File: config.mk
export PLATFORM = sky130hd
export DESIGN_NAME = pose_rate_differentiator_lowpass
export DESIGN_NICKNAME = d
export VERILOG_FILES = /design/src/pdl_pkg.sv /design/src/pose_rate_differentiator_lowpass.sv /design/src/pdl_divider.sv
export SDC_FILE = /design/constraint.sdc
export NUM_CORES = 2
export LEC_CHECK = 0
export BUFFER_PORTS_ARGS = -buffer_cell sky130_fd_sc_hd__buf_4
export CAP_MARGIN = 5
export CORE_MARGIN = 4
export CORE_UTILIZATION = 45
export DETAILED_ROUTE_END_ITERATION = 10
export GPL_ROUTABILITY_DRIVEN = 0
export PLACE_DENSITY = 0.64
export SLEW_MARGIN = 20
export SYNTH_ARGS = -nofsm -noshare
export SYNTH_HDL_FRONTEND = slang
export SYNTH_SLANG_ARGS = --single-unit
File: constraint.sdc
create_clock -name clock -period 14.4 [get_ports clock]
set_input_delay 1.44 -clock clock [delete_from_list [all_inputs] [get_ports clock]]
set_output_delay 1.44 -clock clock [all_outputs]
set_load 0.05 [all_outputs]
File: src/pdl_pkg.sv
// Package for the pose rate differentiator: state encoding, constants,
// divider handshake types and the quaternion cross-product term table.
// No dependencies.
package pdl_pkg;

   // Configuration register indexes and reset values
   localparam int unsigned CsrIndexWidth = 2;
   typedef logic [CsrIndexWidth-1:0] csr_index_type;
   localparam csr_index_type REG_MIN_INTERVAL = 2'd0;
   localparam csr_index_type REG_MAX_INTERVAL = 2'd1;
   localparam csr_index_type REG_VEL_GAIN     = 2'd2;
   localparam csr_index_type REG_RATE_GAIN    = 2'd3;
   localparam logic [31:0] MIN_INTERVAL_RESET = 32'd100;
   localparam logic [31:0] MAX_INTERVAL_RESET = 32'd2000000;

   // Fixed-point scaling
   localparam int unsigned QUAT_FRAC_BITS = 14;
   localparam int unsigned RATE_FRAC_BITS = 16;
   localparam int unsigned RATE_SHIFT     = 2 * QUAT_FRAC_BITS - RATE_FRAC_BITS;
   localparam logic [21:0] VEL_FACTOR     = 22'd1000000;
   localparam logic [21:0] RATE_FACTOR    = 22'd2000000;
   localparam logic [15:0] ROUND_HALF     = 16'h8000;

   // Divider sizes: magnitude at most 2^32 times a factor below 2^21
   localparam int unsigned DIVIDEND_W = 53;
   localparam int unsigned DIVISOR_W  = 32;
   localparam int unsigned DIV_CNT_W  = $clog2(DIVIDEND_W);

   typedef struct packed {
      logic start;
   } div_ctrl_type;

   typedef struct packed {
      logic busy;
      logic done;
   } div_stat_type;

   // Sequencer states
   typedef enum logic [3:0] {
      ST_IDLE,
      ST_CHECK,
      ST_QUAT,
      ST_NUM,
      ST_SCALE,
      ST_DIV,
      ST_SAT,
      ST_FILT_OLD,
      ST_FILT_NEW,
      ST_STORE,
      ST_OUT
   } state_type;

   // One term of the vector part of conj(a) * q
   typedef struct packed {
      logic [1:0] a_idx;
      logic [1:0] q_idx;
      logic       sub;
   } quat_term_type;

   function automatic quat_term_type quat_term(input logic [3:0] step);
      quat_term_type t;
      unique case (step)
         4'd0:    t = '{2'd0, 2'd1, 1'b0};
         4'd1:    t = '{2'd1, 2'd0, 1'b1};
         4'd2:    t = '{2'd2, 2'd3, 1'b1};
         4'd3:    t = '{2'd3, 2'd2, 1'b0};
         4'd4:    t = '{2'd0, 2'd2, 1'b0};
         4'd5:    t = '{2'd1, 2'd3, 1'b0};
         4'd6:    t = '{2'd2, 2'd0, 1'b1};
         4'd7:    t = '{2'd3, 2'd1, 1'b1};
         4'd8:    t = '{2'd0, 2'd3, 1'b0};
         4'd9:    t = '{2'd1, 2'd2, 1'b1};
         4'd10:   t = '{2'd2, 2'd1, 1'b0};
         4'd11:   t = '{2'd3, 2'd0, 1'b1};
         default: t = '{2'd0, 2'd0, 1'b0};
      endcase
      return t;
   endfunction

endpackage

File: src/pose_rate_differentiator_lowpass.sv
// Top level of the pose rate differentiator with first-order lowpass.
// Depends on pdl_pkg and pdl_divider.
//
// Usage: one pose transaction on req_ (timestamp, position, quaternion)
// yields exactly one result transaction on rsp_ (filtered velocity and
// angular rate, with a fresh flag in rsp_tuser). Registers are written over
// the csr_ channel, which is always ready; write them only while idle.
//
// Flow: a sample whose time step is rejected goes from the check straight
// to storing the pose and to the output. An accepted step first forms the
// quaternion products on the shared multiplier, then for each of the six
// axes runs a pass of the shared radix-2 divider plus multiplier steps for
// scaling and, once a first result is loaded, for filtering. The divider
// pass is the longest step. One sample is in work at a time; req_tready is low meanwhile.
//
// The result sits in an output register, so a new sample is accepted while
// the previous result waits; if the receiver still stalls when the next
// result is ready, the block holds it until rsp_tready.
//
// Reset (synchronous, active high) clears the stored pose and filters and
// restores the default interval window and zero gains.
module pose_rate_differentiator_lowpass (
   input  logic                             clock,
   input  logic                             reset,
   // time_us[62:0], pos_x[94:63], pos_y[126:95], pos_z[158:127],
   // quat_w[174:159], quat_x[190:175], quat_y[206:191], quat_z[222:207]
   input  logic [223:0]                     req_tdata,
   input  logic                             req_tvalid,
   output logic                             req_tready,
   // vel_x[31:0], vel_y[63:32], vel_z[95:64],
   // rate_x[127:96], rate_y[159:128], rate_z[191:160]
   output logic [191:0]                     rsp_tdata,
   // fresh[0]
   output logic                             rsp_tuser,
   output logic                             rsp_tvalid,
   input  logic                             rsp_tready,
   input  logic                             csr_valid,
   output logic                             csr_ready,
   input  pdl_pkg::csr_index_type           csr_index,
   input  logic [31:0]                      csr_data
);
   import pdl_pkg::*;

   state_type          state_ff, state_in;

   logic [31:0]        min_ff, max_ff;
   logic [15:0]        vgain_ff, rgain_ff;

   logic [62:0]        in_time_ff;
   logic signed [31:0] in_pos_ff [3];
   logic signed [15:0] in_quat_ff [4];
   logic [62:0]        last_time_ff;
   logic signed [31:0] last_pos_ff [3];
   logic signed [15:0] last_quat_ff [4];
   logic signed [31:0] filt_ff [6];
   logic               started_ff;

   logic               ok_ff;
   logic [31:0]        dt_ff;
   logic [3:0]         step_ff;
   logic [2:0]         ch_ff;
   logic signed [33:0] s_ff [3];
   logic               neg_ff;
   logic [32:0]        mag_ff;
   logic signed [31:0] raw_ff;
   logic signed [49:0] acc_ff;

   logic               rsp_valid_ff;
   logic [191:0]       rsp_data_ff;
   logic               rsp_fresh_ff;

   logic               in_accept;
   logic               out_free;
   logic [62:0]        dt_full;
   logic               step_ok;
   quat_term_type      term;
   logic signed [33:0] mul_a;
   logic signed [21:0] mul_b;
   logic signed [55:0] mul_p;
   logic signed [32:0] pos_diff;
   logic signed [33:0] num;
   logic [33:0]        num_mag;
   logic               is_rate;
   logic [15:0]        gain;
   logic [DIVIDEND_W-1:0] quo;
   logic [DIVIDEND_W-1:0] quo_sh;
   logic signed [31:0] sat_val;
   logic signed [49:0] filt_sum;
   logic signed [33:0] s_term;
   div_ctrl_type       div_ctrl;
   div_stat_type       div_stat;

   // Handshakes
   assign in_accept  = req_tvalid && req_tready;
   assign out_free   = !rsp_valid_ff || rsp_tready;
   assign csr_ready  = 1'b1;
   assign rsp_tvalid = rsp_valid_ff;
   assign rsp_tdata  = rsp_data_ff;
   assign rsp_tuser  = rsp_fresh_ff;

   // Time step window check
   assign dt_full = in_time_ff - last_time_ff;
   assign step_ok = (last_time_ff != '0) && (in_time_ff >= last_time_ff)
                    && (dt_full[62:32] == '0) && (dt_full != '0)
                    && (dt_full[31:0] >= min_ff) && (dt_full[31:0] <= max_ff);

   assign is_rate = (ch_ff >= 3'd3);
   assign gain    = is_rate ? rgain_ff : vgain_ff;
   assign term    = quat_term(step_ff);

   // Numerator of the current axis: position difference or quaternion sum
   assign pos_diff = {in_pos_ff[ch_ff[1:0]][31], in_pos_ff[ch_ff[1:0]]}
                     - {last_pos_ff[ch_ff[1:0]][31], last_pos_ff[ch_ff[1:0]]};
   assign num      = is_rate ? s_ff[2'(ch_ff - 3'd3)] : 34'(pos_diff);
   assign num_mag  = num[33] ? -num : num;

   // Shared multiplier operand selection
   always_comb begin
      mul_a = '0;
      mul_b = '0;
      unique case (state_ff)
         ST_QUAT: begin
            mul_a = 34'(last_quat_ff[term.a_idx]);
            mul_b = 22'(in_quat_ff[term.q_idx]);
         end
         ST_SCALE: begin
            mul_a = {1'b0, mag_ff};
            mul_b = is_rate ? RATE_FACTOR : VEL_FACTOR;
         end
         ST_FILT_OLD: begin
            mul_a = 34'(filt_ff[ch_ff]);
            mul_b = {6'd0, gain};
         end
         ST_FILT_NEW: begin
            mul_a = 34'(raw_ff);
            mul_b = {5'd0, 17'(17'h10000 - {1'b0, gain})};
         end
         default: begin
            mul_a = '0;
            mul_b = '0;
         end
      endcase
   end
   assign mul_p = mul_a * mul_b;

   // Accumulation of the quaternion cross terms
   assign s_term = (step_ff[1:0] == 2'd0) ? '0 : s_ff[step_ff[3:2]];

   // Shift and saturate the quotient
   assign quo_sh = is_rate ? (quo >> RATE_SHIFT) : quo;
   always_comb begin
      if (!neg_ff) begin
         sat_val = (quo_sh > DIVIDEND_W'(32'h7FFF_FFFF)) ? 32'sh7FFF_FFFF
                                                       : 32'(quo_sh);
      end else begin
         sat_val = (quo_sh > DIVIDEND_W'(32'h8000_0000)) ? 32'sh8000_0000
                                                       : -32'(quo_sh);
      end
   end

   // Filter output with round-half-up floor shift
   assign filt_sum = acc_ff + mul_p[49:0] + 50'(ROUND_HALF);

   assign div_ctrl.start = (state_ff == ST_SCALE);

   pdl_divider u_div (
      .clock    (clock),
      .reset    (reset),
      .ctrl     (div_ctrl),
      .dividend (mul_p[DIVIDEND_W-1:0]),
      .divisor  (dt_ff),
      .stat     (div_stat),
      .quotient (quo)
   );

   // State register
   always_ff @(posedge clock) begin
      if (reset) begin
         state_ff <= ST_IDLE;
      end else begin
         state_ff <= state_in;
      end
   end

   // Next state and ready
   always_comb begin
      state_in   = state_ff;
      req_tready = 1'b0;
      unique case (state_ff)
         ST_IDLE: begin
            req_tready = 1'b1;
            if (req_tvalid) state_in = ST_CHECK;
         end
         ST_CHECK:    state_in = step_ok ? ST_QUAT : ST_STORE;
         ST_QUAT:     if (step_ff == 4'd11) state_in = ST_NUM;
         ST_NUM:      state_in = ST_SCALE;
         ST_SCALE:    state_in = ST_DIV;
         ST_DIV:      if (div_stat.done) state_in = ST_SAT;
         ST_SAT: begin
            if (started_ff) begin
               state_in = ST_FILT_OLD;
            end else begin
               state_in = (ch_ff == 3'd5) ? ST_STORE : ST_NUM;
            end
         end
         ST_FILT_OLD: state_in = ST_FILT_NEW;
         ST_FILT_NEW: state_in = (ch_ff == 3'd5) ? ST_STORE : ST_NUM;
         ST_STORE:    state_in = ST_OUT;
         ST_OUT:      if (out_free) state_in = ST_IDLE;
         default:     state_in = ST_IDLE;
      endcase
   end

   // Configuration registers
   always_ff @(posedge clock) begin
      if (reset) begin
         min_ff   <= MIN_INTERVAL_RESET;
         max_ff   <= MAX_INTERVAL_RESET;
         vgain_ff <= '0;
         rgain_ff <= '0;
      end else if (csr_valid && csr_ready) begin
         unique case (csr_index)
            REG_MIN_INTERVAL: min_ff   <= csr_data;
            REG_MAX_INTERVAL: max_ff   <= csr_data;
            REG_VEL_GAIN:     vgain_ff <= csr_data[15:0];
            REG_RATE_GAIN:    rgain_ff <= csr_data[15:0];
         endcase
      end
   end

   // Sample capture and working registers
   always_ff @(posedge clock) begin
      if (in_accept) begin
         in_time_ff    <= req_tdata[62:0];
         in_pos_ff[0]  <= req_tdata[94:63];
         in_pos_ff[1]  <= req_tdata[126:95];
         in_pos_ff[2]  <= req_tdata[158:127];
         in_quat_ff[0] <= req_tdata[174:159];
         in_quat_ff[1] <= req_tdata[190:175];
         in_quat_ff[2] <= req_tdata[206:191];
         in_quat_ff[3] <= req_tdata[222:207];
      end
      unique case (state_ff)
         ST_CHECK: begin
            ok_ff   <= step_ok;
            dt_ff   <= dt_full[31:0];
            step_ff <= '0;
         end
         ST_QUAT: begin
            s_ff[step_ff[3:2]] <= term.sub ? s_term - mul_p[33:0]
                                           : s_term + mul_p[33:0];
            step_ff <= step_ff + 1'b1;
         end
         ST_NUM: begin
            neg_ff <= num[33];
            mag_ff <= num_mag[32:0];
         end
         ST_SAT:      raw_ff <= sat_val;
         ST_FILT_OLD: acc_ff <= mul_p[49:0];
         default: ;
      endcase
   end

   // Filter state, stored pose and axis counter
   always_ff @(posedge clock) begin
      if (reset) begin
         last_time_ff <= '0;
         started_ff   <= 1'b0;
         for (int i = 0; i < 3; i++) last_pos_ff[i] <= '0;
         for (int i = 0; i < 4; i++) last_quat_ff[i] <= '0;
         for (int i = 0; i < 6; i++) filt_ff[i] <= '0;
      end else begin
         if (state_ff == ST_CHECK) begin
            ch_ff <= '0;
         end
         if (state_ff == ST_SAT && !started_ff) begin
            filt_ff[ch_ff] <= sat_val;
            ch_ff          <= ch_ff + 1'b1;
         end
         if (state_ff == ST_FILT_NEW) begin
            filt_ff[ch_ff] <= filt_sum[47:16];
            ch_ff          <= ch_ff + 1'b1;
         end
         if (state_ff == ST_STORE) begin
            last_time_ff <= in_time_ff;
            started_ff   <= started_ff || ok_ff;
            for (int i = 0; i < 3; i++) last_pos_ff[i] <= in_pos_ff[i];
            for (int i = 0; i < 4; i++) last_quat_ff[i] <= in_quat_ff[i];
         end
      end
   end

   // Output register
   always_ff @(posedge clock) begin
      if (reset) begin
         rsp_valid_ff <= 1'b0;
      end else if (state_ff == ST_OUT && out_free) begin
         rsp_valid_ff <= 1'b1;
      end else if (rsp_tready) begin
         rsp_valid_ff <= 1'b0;
      end
   end

   always_ff @(posedge clock) begin
      if (state_ff == ST_OUT && out_free) begin
         rsp_data_ff  <= {filt_ff[5], filt_ff[4], filt_ff[3],
                          filt_ff[2], filt_ff[1], filt_ff[0]};
         rsp_fresh_ff <= ok_ff;
      end
   end

endmodule

File: src/pdl_divider.sv
// Restoring radix-2 unsigned divider, one quotient bit per cycle.
// Depends on pdl_pkg.
module pdl_divider (
   input  logic                             clock,
   input  logic                             reset,
   input  pdl_pkg::div_ctrl_type            ctrl,
   input  logic [pdl_pkg::DIVIDEND_W-1:0]   dividend,
   input  logic [pdl_pkg::DIVISOR_W-1:0]    divisor,
   output pdl_pkg::div_stat_type            stat,
   output logic [pdl_pkg::DIVIDEND_W-1:0]   quotient
);
   import pdl_pkg::*;

   logic [DIVISOR_W:0]    rem_ff;
   logic [DIVIDEND_W-1:0] quo_ff;
   logic [DIV_CNT_W-1:0]  cnt_ff;
   logic                  busy_ff;
   logic                  done_ff;
   logic [DIVISOR_W:0]    trial;
   logic                  fits;

   // Shift in the next dividend bit and try a subtraction
   assign trial = {rem_ff[DIVISOR_W-1:0], quo_ff[DIVIDEND_W-1]};
   assign fits  = trial >= {1'b0, divisor};

   // Control: a start runs DIVIDEND_W iterations, then flags done for a cycle
   always_ff @(posedge clock) begin
      if (reset) begin
         busy_ff <= 1'b0;
         done_ff <= 1'b0;
         cnt_ff  <= '0;
      end else begin
         done_ff <= 1'b0;
         if (ctrl.start && !busy_ff) begin
            busy_ff <= 1'b1;
            cnt_ff  <= '0;
         end else if (busy_ff) begin
            cnt_ff <= cnt_ff + 1'b1;
            if (cnt_ff == DIV_CNT_W'(DIVIDEND_W - 1)) begin
               busy_ff <= 1'b0;
               done_ff <= 1'b1;
            end
         end
      end
   end

   // Datapath: partial remainder and quotient shift register
   always_ff @(posedge clock) begin
      if (ctrl.start && !busy_ff) begin
         rem_ff <= '0;
         quo_ff <= dividend;
      end else if (busy_ff) begin
         rem_ff <= fits ? trial - {1'b0, divisor} : trial;
         quo_ff <= {quo_ff[DIVIDEND_W-2:0], fits};
      end
   end

   assign stat.busy = busy_ff;
   assign stat.done = done_ff;
   assign quotient  = quo_ff;

endmodule

# Word-level counts from Yosys, hierarchy flattened

Memories as Yosys holds them, arrays and structs flattened. A register that Yosys moved wholly into a read port is not among the register bits.
Index checks and enable logic that the tools add are counted.
Widths: inputs -> output; s select.

$add $sub $neg: 14
Multipliers: 1
Bitwise operators: 10
Muxes and demuxes: 65
Order comparisons: 7
Eq/ne operators: 20
Reduce and logical (&&, ||, !) cells: 33

Operator list:

| cell                   | count |
|---|---|
| $mux 32                | 9 |
| $mux 53                | 3 |
| $pmux 34 s4            | 1 |
| $reduce_bool 63->1     | 2 |
| $mux 34                | 3 |
| $pmux 22 s4            | 1 |
| $mux 16                | 5 |
| $ge 63x63->1           | 1 |
| $sub 63x63->63         | 1 |
| $gt 53x31->1 const B   | 1 |
| $gt 53x32->1 const B   | 1 |
| $mul 34x22->53         | 1 |
| $add 48x16->48 const B | 1 |
| $add 48x48->48         | 1 |
| $pmux 4 s11            | 1 |
| $add 34x34->34         | 1 |
| $sub 34x34->34         | 1 |
| $ge 33x32->1           | 1 |
| $mux 33                | 1 |
| $neg 33->33            | 1 |
| $sub 32x32->33         | 1 |
| $ge 32x32->1           | 1 |
| $le 32x32->1           | 1 |
| $mux 4                 | 8 |
| other kinds (38)       | 102 |

Logic and storage cells: 180
ROM bits: 80
Memories: 7
Register bits: 476
Memory bits (writable): 614
Input bits: 263

Memories:

| memory          | words | width | read ports | clocked after memory_dff | write ports | line                                   | text |
|---|---|---|---|---|---|---|---|
| filt_ff         | 6     | 32    | 7          | 7                        | 6           | pose_rate_differentiator_lowpass.sv:55 | `logic signed [31:0] filt_ff [6];` |
| s_ff            | 3     | 34    | 2          | 1                        | 1           | pose_rate_differentiator_lowpass.sv:62 | `logic signed [33:0] s_ff [3];` |
| in_pos_ff       | 3     | 32    | 4          | 1                        | 3           | pose_rate_differentiator_lowpass.sv:50 | `logic signed [31:0] in_pos_ff [3];` |
| last_pos_ff     | 3     | 32    | 1          | 1                        | 3           | pose_rate_differentiator_lowpass.sv:53 | `logic signed [31:0] last_pos_ff [3];` |
| (no name shown) | 16    | 5     | 1          | 1                        | 0           | pdl_pkg.sv:62                          | `unique case (step)` |
| in_quat_ff      | 4     | 16    | 5          | 0                        | 4           | pose_rate_differentiator_lowpass.sv:51 | `logic signed [15:0] in_quat_ff [4];` |
| 1 more memories | --    | --    | --         | --                       | --          | --                                     |  |

# Longest topological paths before layout

Word-level depth: 9
Gate-level depth with buffers: 58
Mapped depth without buffers: 53

# Cells and area by module

From an unflattened synthesis, not the netlist that was laid out.

Cell total of the unflattened synthesis: 8,672
Area total of the unflattened synthesis: 93,140.6 µm²

Modules (own cells, without submodules):

| module                           | seq. area each (µm²) | cells each | area an instance (µm²) | instances |
|---|---|---|---|---|
| pose_rate_differentiator_lowpass | 36,174.7             | 8,095      | 87,373.8               | 1 |
| pdl_divider                      | 2,392.3              | 577        | 5,766.8                | 1 |

# Worst setup path before layout

Ideal clock, no wire load.

Path kind: register to register
Start: reg ch_ff[2]
End: mem filt_ff[5][31], data pin
Data required time: 14.124 ns
Path slack: 1.823 ns
Clock period less this slack: 12.577 ns
Cell stages (with the launch flop): 51
Arrival time: 12.301 ns
Path through: edfxtp_1 > clkbuf_1 > inv_1 > ha_1 > a211oi_1 > buf_4 > buf_2 > buf_4 > buf_4 > mux2i_1 > nand3_1 > nor2_1 > xor2_1 > a2111oi_0 > clkbuf_1 > nor2_1 > fa_1 > inv_1 > [15 not listed] > a221o_1 > o211ai_1 > a21boi_0 > o21ai_0 > a21boi_0 > o21a_1 > o21a_1 > nor2_1 > ha_1 > ha_1 > a21oi_1 > nor3_1 > o21a_1 > or3_1 > o221a_2 > o41ai_1 > mux2i_1 > nand2_1

RTL lines:

| item                   | line                                    | text |
|---|---|---|
| from (decl)            | pose_rate_differentiator_lowpass.sv:61  | `logic [2:0] ch_ff;` |
| from (signal assigned) | pose_rate_differentiator_lowpass.sv:278 | `ch_ff <= ch_ff + 1'b1;` |
| from (signal assigned) | pose_rate_differentiator_lowpass.sv:282 | `ch_ff <= ch_ff + 1'b1;` |
| to (decl)              | pose_rate_differentiator_lowpass.sv:55  |  |

==> results.yml <==
run_status:
  status: "complete, no violations"
clock_tree:
  cts_root_buf: "clkbuf_16"
  cts_tree: "yes"
  htreeDepth: 4
  clk_latency_ns: 0.87
  cts_buffers: 150
  hold_buffers: 0
  clock_sinks: 1356
  cts_buffer_depth: 3
  path_clk_slew_ns: 0.06
global_route:
  grt_pass1_wl_mm: 422.7
  antenna_found_initial: 13
  grt_max_degree: 183
  overflow: 0
  grt_pass1_vias: 69420
  grt_usage: 0.2564
timing:
  max_freq_ghz: 0.07285
  hold_slack_ns: 0.4192
  hold_viol_final: 0
  final-setup-viol-count: 0
  slew_headroom: 0.1766
  drv_slew: 0
  clock_skew_ns: 0.07032
  finalSetupTns_ns: 0
  tightest_slew_ns: 1.235
  fin_crit_ns: 13.73
  grt_setup_unrepaired: "false"
  finalCritPeriodShare: 0.9533
cells_and_area:
  design_area_um2: 105800
  multiInputGateArea_um2: 49840
  area.growth.synth_to_final_pct: 13.02
  drive_above_1_share: 0.1150
  fillers: 18250
  final-seq-area_um2: 38580
  fin_cells: 12180
  nets: 10730
detailed_routing:
  wire_per_inst_um: 22.98
  first_iter_violations: 7226
  drtPass1Iterations: 9
  totalWireLength_mm: 279.9
  via_per_inst: 5.690
  dr_total_vias: 69310
  drtAntennaViolNets: 0
  drc: 0
pwr:
  power_uw: 23460
  p_int_uw: 12580
  seq_power_share: 0.259
  ir_drop_v: 0.0002310
  pwr-share-comb: 0.574
  p_sw_frac: 0.4636
  power_density_nw_per_um2: 221.7
  p_leak_uw: 0.04246
  power.clock.fraction: 0.167
  switching_power_uw: 10880
worst_setup_path:
  criticalPathCategory: "reg2reg"
  startpoint_type: "register"
  critPathSlowestCell: "fa_1"
  cpMostUsedCell: "fa_1"
  cp_max_fo: 34
  cp_data_arrival_time_ns: 14.26
  worst_setup_path_end_kind: "register"
  slowest_delay_ns: 0.59
  required_ns: 14.93
floorplanning:
  die_height_um: 464.2
  die_w_um: 464.2
  row_count: 167
  die_area_um2: 215400
  core_um2: 207100
  ios: 459
  start_util: 0.4522
synth:
  synth_area_um2: 93640
  yosysSeqAreaShare: 0.4119
  ys_ff_latch: 1356
  synth_edf_count: 1141
  synth_top_area_frac: 0.3659
  synthTopCellsByArea: "edfxtp_1 37%, fa_1 15%, ha_1 6.5%, nand2_1 4.6%, dfxtp_1 4.6%"
  synth_ff_type: "edfxtp_1"
  synth.avg_cell_area_um2: 10.55
  synth_cell_type_count: 100
  synthArstFlopShare: 0
  ys_warn_count: 0
  syn-num-nets: 10340
  netlist_instances: 8874
  yosysTopAreaCell: "edfxtp_1"
place:
  dpl_cell_area_um2: 100700
  dp_hpwl_mm: 212.0
  dp_cells: 11900
  numPortBuffers: 456
job:
  cap_violations: 0
worst_hold_path:
  min_path_type: "reg2reg"
==> registers in the layout, indices dropped and copies added (netlist names), 33 cells and up, named ones only <==
name / count
in_quat_ff: 64
filt_ff: 256
u_div.quotient: 53
in_pos_ff: 96
s_ff: 102
rsp_tdata: 192
last_quat_ff: 64
last_pos_ff: 96
in_time_ff: 63
acc_ff: 48
mag_ff: 33
last_time_ff: 63
==> routing by layer <==
layer / GRT usage / vias up / share of wire
met5: 0 / - / 0.00046
met4: 0.1214 / 2 / 0.055
met3: 0.04351 / 601 / 0.088
met2: 0.4147 / 3106 / 0.47
met1: 0.3367 / 34320 / 0.39
li1: - / 31280 / -
==> cell usage after synthesis (all sizes together) (164+ instances only) <==
cell type,n
ha,483
edfxtp,1141
and2,250
xnor2,164
dfxtp,215
a21oi,442
nor2,689
nand2,1156
fa,718
clkbuf,341
inv,1035
mux2i,234
o21ai,346
==> power groups by stage <==
stage          clock [µW]  combinational [µW]  sequential [µW]
2_1_floorplan           0                8920             6040
3_3_place_gp            0               12900             6120
3_5_place_dp            0               13100             6150
4_1_cts              3980               13200             6070
5_1_grt              4150               14600             6130
6_report             3910               13500             6070
==> layout by cell type, fill, tap and decap left out, types with 23 or more instances in the layout <==
cell type / n
nand2_1: 1156
edfxtp_1: 1141
inv_1: 1033
fa_1: 718
nor2_1: 682
buf_4: 635
ha_1: 482
a21oi_1: 439
o21ai_0: 326
and2_1: 249
mux2i_1: 234
dfxtp_1: 209
xnor2_1: 164
clkbuf_16: 151
a21o_1: 128
nand3_1: 126
nor3_1: 103
mux4_2: 95
xor2_1: 88
nand4_1: 74
o21a_1: 72
o211ai_1: 69
nor2b_1: 65
a211oi_1: 63
nand2b_1: 60
and3_1: 52
nor4_1: 50
a31oi_1: 48
a22oi_1: 34
or3_1: 34
o21bai_1: 27
nand3b_1: 24
o31ai_1: 24
clkbuf_1: 24
clkinv_1: 24
mux2_2: 23
==> stage by stage <==
step	worst slack, ns	util
after detailed placement	0.3037	0.4863
after global routing	0.05861	0.5110
after global placement	0.4235	0.4862
after floorplan	1.823	-
final	0.6728	0.5111
after CTS	0.2399	0.5108
==> cell families after synthesis <==
kind of cell / synth area share
AO/OA/AOI/OAI: 0.1003
XOR/XNOR: 0.02357
adder cells (fa/ha/maj): 0.2180
buffers and inverters: 0.05837
flip-flops: 0.4119
multiplexers: 0.05063
other: 0.00004005
AND/OR/NAND/NOR: 0.1372
==> final cells by class <==
| class | count | share of cell area |
|---|---|---|
| Antenna cell | 5 | 0.0001182 |
| Timing Repair Buffer | 645 | 0.04669 |
| Clock buffer | 186 | 0.03799 |
| Tap cell | 2788 | 0.03296 |
| Sequential cell | 1356 | 0.3645 |
| Clock inverter | 86 | 0.009954 |
| Inverter | 1036 | 0.03681 |
| Multi-Input combinational cell | 6080 | 0.4709 |
==> critical path, delay by kind of cell, from the launching register on <==
kind / cells / cell delay [ns]
and+or+nand+nor: 11 / 2.05
DFF: 1 / 0.55
AOI/OAI and AO/OA: 14 / 3.11
xor gates and xnor gates: 3 / 0.96
buffers and inverters: 7 / 1.15
adders and majority gates: 11 / 5.08
muxes: 1 / 0.48
==> repair_timing <==
item                                    4_1_cts  5_1_grt
endpoints found under the hold margin         0        0
buffers inserted                              0        3
endpoints found under the setup margin        0       46
gates resized for setup                       0        2
==> path summary, 6_finish.rpt <==
path	endpoint	depth (start not counted)	slack, ns	from
hold / removal	rsp_tdata[135]	0	0.42	filt_ff[4][7]
setup / recovery	filt_ff[7][30]	47	0.67	ch_ff[2]
setup reg to reg	filt_ff[7][30]	47	0.67	ch_ff[2]
hold reg to reg	rsp_tdata[135]	0	0.42	filt_ff[4][7]
Power figures use the tool's default switching activity.
